### config.mk
export PLATFORM = sky130hd
export DESIGN_NAME = ahwp_cell
export DESIGN_NICKNAME = d
export VERILOG_FILES = /design/src/sv/ahwp_pkg.sv /design/src/sv/ahwp_cell.sv
export SDC_FILE = /design/constraint.sdc
export NUM_CORES = 2
export LEC_CHECK = 0
export BUFFER_PORTS_ARGS = -buffer_cell sky130_fd_sc_hd__buf_4
export CAP_MARGIN = 10
export CORE_AREA = 2 2 487 489
export CTS_BUF_LIST = sky130_fd_sc_hd__clkbuf_2 sky130_fd_sc_hd__clkbuf_4 sky130_fd_sc_hd__clkbuf_8
export DETAILED_ROUTE_END_ITERATION = 6
export DIE_AREA = 0 0 489 491
export GPL_ROUTABILITY_DRIVEN = 0
export HOLD_SLACK_MARGIN = 0.08
export PLACE_DENSITY = 0.44
export SETUP_SLACK_MARGIN = 0.2
export SYNTH_ARGS = -nofsm -noshare
export SYNTH_HDL_FRONTEND = slang
export SYNTH_SLANG_ARGS = --single-unit
### constraint.sdc
create_clock -name clock -period 13.3 [get_ports clock]
set_clock_uncertainty 0.05 [all_clocks]
set_input_delay 1.33 -clock clock [delete_from_list [all_inputs] [get_ports clock]]
set_output_delay 1.33 -clock clock [all_outputs]
set_load 0.02 [all_outputs]
### src/sv/ahwp_pkg.sv
// ----------------------------------------------------------------------------
// ahwp_pkg
// Shared constants for the arrowhead wing point block.
// ----------------------------------------------------------------------------
package ahwp_pkg;

   localparam int LANES = 4;

   // configuration register indexes
   localparam int CSR_INDEX_BITS = 2;
   localparam logic [CSR_INDEX_BITS-1:0] REG_HEAD_LENGTH     = 2'd0;
   localparam logic [CSR_INDEX_BITS-1:0] REG_HEAD_HALF_WIDTH = 2'd1;

   localparam int HEAD_LENGTH_RESET     = 20;
   localparam int HEAD_HALF_WIDTH_RESET = 8;

   // lanes: one per wing coordinate
   localparam int LANE_LEFT_X  = 0;
   localparam int LANE_LEFT_Y  = 1;
   localparam int LANE_RIGHT_X = 2;
   localparam int LANE_RIGHT_Y = 3;

endpackage

### src/sv/ahwp_cell.sv
// ----------------------------------------------------------------------------
// ahwp_cell
// One quotient bit of num / sqrt(s) for all four lanes.
// Keeps r = n^2 - q^2*s and p = q*s, so a trial needs only shifts and adds.
// ----------------------------------------------------------------------------
module ahwp_cell #(
   parameter int SW     = 34,
   parameter int XW     = 64,
   parameter int QB     = 12,
   parameter int BIT    = 0,
   parameter int SIDE_W = 37
) (
   input  logic                 clock,
   input  logic                 reset,
   input  logic                 adv,
   input  logic                 in_valid,
   input  logic [SW-1:0]        in_s,
   input  logic [3:0][XW-1:0]   in_r,
   input  logic [3:0][XW-1:0]   in_p,
   input  logic [3:0][QB-1:0]   in_q,
   input  logic [SIDE_W-1:0]    in_side,
   output logic                 out_valid,
   output logic [SW-1:0]        out_s,
   output logic [3:0][XW-1:0]   out_r,
   output logic [3:0][XW-1:0]   out_p,
   output logic [3:0][QB-1:0]   out_q,
   output logic [SIDE_W-1:0]    out_side
);
   import ahwp_pkg::*;

   logic [XW-1:0]         s_wide;
   logic [3:0][XW-1:0]    trial;
   logic [3:0]            take;
   logic                  valid_ff;
   logic [SW-1:0]         s_ff;
   logic [3:0][XW-1:0]    r_ff, p_ff;
   logic [3:0][QB-1:0]    q_ff;
   logic [SIDE_W-1:0]     side_ff;

   assign s_wide = XW'(in_s);

   always_comb begin
      for (int k = 0; k < LANES; k++) begin
         trial[k] = (in_p[k] << (BIT+1)) + (s_wide << (2*BIT));
         take[k]  = trial[k] <= in_r[k];
      end
   end

   always_ff @(posedge clock) begin
      if (reset) begin
         valid_ff <= 1'b0;
      end else if (adv) begin
         valid_ff <= in_valid;
      end
   end

   always_ff @(posedge clock) begin
      if (adv) begin
         for (int k = 0; k < LANES; k++) begin
            r_ff[k] <= take[k] ? in_r[k] - trial[k] : in_r[k];
            p_ff[k] <= take[k] ? in_p[k] + (s_wide << BIT) : in_p[k];
            q_ff[k] <= in_q[k] | (QB'(take[k]) << BIT);
         end
         s_ff    <= in_s;
         side_ff <= in_side;
      end
   end

   assign out_valid = valid_ff;
   assign out_s     = s_ff;
   assign out_r     = r_ff;
   assign out_p     = p_ff;
   assign out_q     = q_ff;
   assign out_side  = side_ff;

endmodule

==> results.cfg <==
[status]
outcome = finished clean

[sta]
slew_violations = 0
hold_viol = 0
finalSetupViolations = 0
fmax_mhz = 118
relSlewSlack_pct = 25.5
rsz0062_at_grt = no
tightest_slew_ps = 1120
final.setup.tns_ps = 0
post-route-period-util_pct = 63.9
finalCriticalPeriod_ps = 8490

[critical_path]
worstPathMaxFanout = 85
required_ps = 13940
crit_path_start = in_s[2]
critPathArrivalTime_ps = 9130
crit_type = input pin to flip-flop
worstSetupEndpointType = flip-flop
crit_path_start_kind = input pin
worstReg2RegStart = out_valid

[route]
num_vias = 55700
route.detailed.drc = 0
initialDrtViolationCount = 3998
vias_per_cell = 5.11
ant_nets = 0
routed_wl_um = 290000
wire_per_inst_um = 26.6
dr.pass1.iters = 6

[synth]
avgSynthCellArea_um2 = 8.81
yosys.area.top_type = edfxtp_1
synth_seq_area_share_pct = 33.7
ys_seq_elements = 632
synth.distinct_cells = 104
yosys.area.top_type_share_pct = 33.6
synth_edf_count = 631
ys_top_cells_by_area = edfxtp_1, ha_1, a21oi_1, xnor2_1, xor2_1
yosysWarnings = 0
syn_area_mm2 = 0.0563
ys.flop_type = edfxtp_1
postSynthCellCount = 6396
syn_nets = 7567
async_flop_share_pct = 0

[grt]
overflow = 0
grt_antenna_before_repair = 58
grt_first_pass_wirelength_um = 401000
grt_max_degree = 193
grt_pass1_vias = 54000
grt_usage_pct = 23.1

[clocking]
cts_sinks = 632
cts_max_path_buffers = 3
postCtsSetupRepairBufs = 0
clock_latency_ps = 930
numCtsBuffers = 143
htree_levels = 4
cts_hold_buf = 0
post_cts_resized = 0
path_clk_slew_ps = 60
cts-root-buf = clkbuf_8
cts_tree = done

[power_and_ir_drop]
p_clk_share_pct = 26.6
irDropWorstVdd_mv = 0.0759
p_leak_nw = 30.5
p_per_area_mw_per_mm2 = 125
pwr-share-seq_pct = 29.7
netSwitchingFraction_pct = 41.1
intPower_mw = 5.30
switchingPower_mw = 3.70
pwr-share-comb_pct = 43.7

[run]
cap_violations = 0

[floorplanning]
dieArea_mm2 = 0.240
rows = 178
chipWidth_um = 489
coreArea_mm2 = 0.235
die_h_um = 491
ioPinCount = 1267
initial_core_util_pct = 24.0

[layout]
nFillCells = 25000
fin_nets = 8777
regArea_mm2 = 0.0190
drive_above_1_share_pct = 20.7
area_delta_synth_final_pct = 28.0
finish.instance_area_mm2 = 0.0721
layout.cells.non_filler = 10900
multi_input_area_mm2 = 0.0358

[min_path]
hp-start = out_valid
hp-class = flip-flop to flip-flop

[place]
dp_cells = 10600
place_hpwl_um = 235000
place_area_mm2 = 0.0692
port_buffers = 1266
state kept, by name, indices dropped and copies added (netlist names):
name / cells
out_p: 256
out_q: 48
out_r: 256
out_s: 34
out_side: 37
out_valid: 1
through the flow:
stage          hold WS, ps  setup slack, ps  utilization (%)  power, mW
6_report               467             4810             30.7       9.00
5_1_grt                437             4390             30.7       9.52
4_1_cts                369             5010             30.7       9.10
3_5_place_dp           469             4000             29.5       6.63
3_3_place_gp           428             4000             29.5       6.64
2_1_floorplan          529             6650                -       5.02
path summary, 6_finish.rpt:
check             slack, ps  cells past startpoint         to
setup / recovery       4810                     21  out_r[46]
hold / removal          470                      2  out_valid
setup reg to reg      12640                      2  out_valid
hold reg to reg         470                      2  out_valid
cells by family (layout without fill, tap and decap cells):
family / after synthesis / count (layout) / synth area share, %
adder cells (fa/ha/maj): 536 / 536 / 12.1
multiplexers: 20 / 20 / 0.382
AO/OA/AOI/OAI: 2067 / 2067 / 23.1
AND/OR/NAND/NOR: 2047 / 2047 / 17.3
flip-flops: 632 / 632 / 33.7
buffers and inverters: 416 / 1733 / 2.91
XOR/XNOR: 678 / 678 / 10.5
other: 0 / 24 / 0
layout make-up:
| type | instances | share of cell area (%) |
|---|---|---|
| Timing Repair Buffer | 1297 | 13.6 |
| Multi-Input combinational cell | 5348 | 49.6 |
| Antenna cell | 24 | 0.0833 |
| Clock inverter | 68 | 0.792 |
| Inverter | 184 | 0.958 |
| Clock buffer | 184 | 3.17 |
| Tap cell | 3150 | 5.47 |
| Sequential cell | 632 | 26.3 |
cell usage in the layout (no fill, tap or decap), types with 19 or more instances in the layout:
cell type	instances
xor2_1	316
nor4_1	45
nand2_1	596
o21ai_0	409
edfxtp_1	631
o31ai_1	42
a21boi_0	19
clkbuf_8	145
o21a_1	60
nand2b_1	62
inv_1	183
clkbuf_4	39
and2_1	45
nor2b_1	52
a31oi_1	57
o21bai_1	104
diode_2	24
nand4_1	131
and3_1	104
nor3_1	137
or3_1	31
nand3_1	169
buf_4	1293
clkinv_1	38
nor2_1	543
a21oi_1	733
xnor2_1	362
a211oi_1	37
nand3b_1	24
or2_2	19
o211ai_1	36
a21o_1	337
ha_1	524
per-layer routing:
| metal | track usage, % | wire [um] |
|---|---|---|
| met1 | 29.2 | 123000 |
| met3 | 5.42 | 20600 |
| met5 | 0 | 211 |
| met4 | 11.0 | 13900 |
| met2 | 36.9 | 132000 |
synthesized netlist by cell type, types with 137 or more instances:
cell type	instances
inv_1	183
xnor2_1	362
clkbuf_1	155
a21o_1	337
edfxtp_1	631
nand3_1	169
nor2_1	545
ha_1	524
a21oi_1	734
nand2_1	597
xor2_1	316
nor3_1	137
o21ai_0	409
power by group through the flow:
stage / combinational, mW / clock [mW] / sequential [mW]
2_1_floorplan: 2.04 / 0 / 2.98
3_3_place_gp: 3.93 / 0 / 2.71
3_5_place_dp: 3.92 / 0 / 2.71
4_1_cts: 3.94 / 2.48 / 2.68
5_1_grt: 4.28 / 2.55 / 2.70
6_report: 3.94 / 2.39 / 2.68
worst max-delay path, stage by stage:
cell and delay [ps]:
buf_4 250, ha_1 290, a21o_1 190, a21oi_1 270, o21ai_0 120, a31oi_1 440, o31ai_1 280, a21o_1 260
a2111oi_0 880, nor2_1 140, a21oi_1 220, xor2_1 100, ha_1 440, nand4_1 190, or4_1 610, a311oi_1 430
o21ai_1 270, a21oi_1 360, or2_4 730, buf_4 780, mux2_2 420
(Power assumes the default switching activity.)
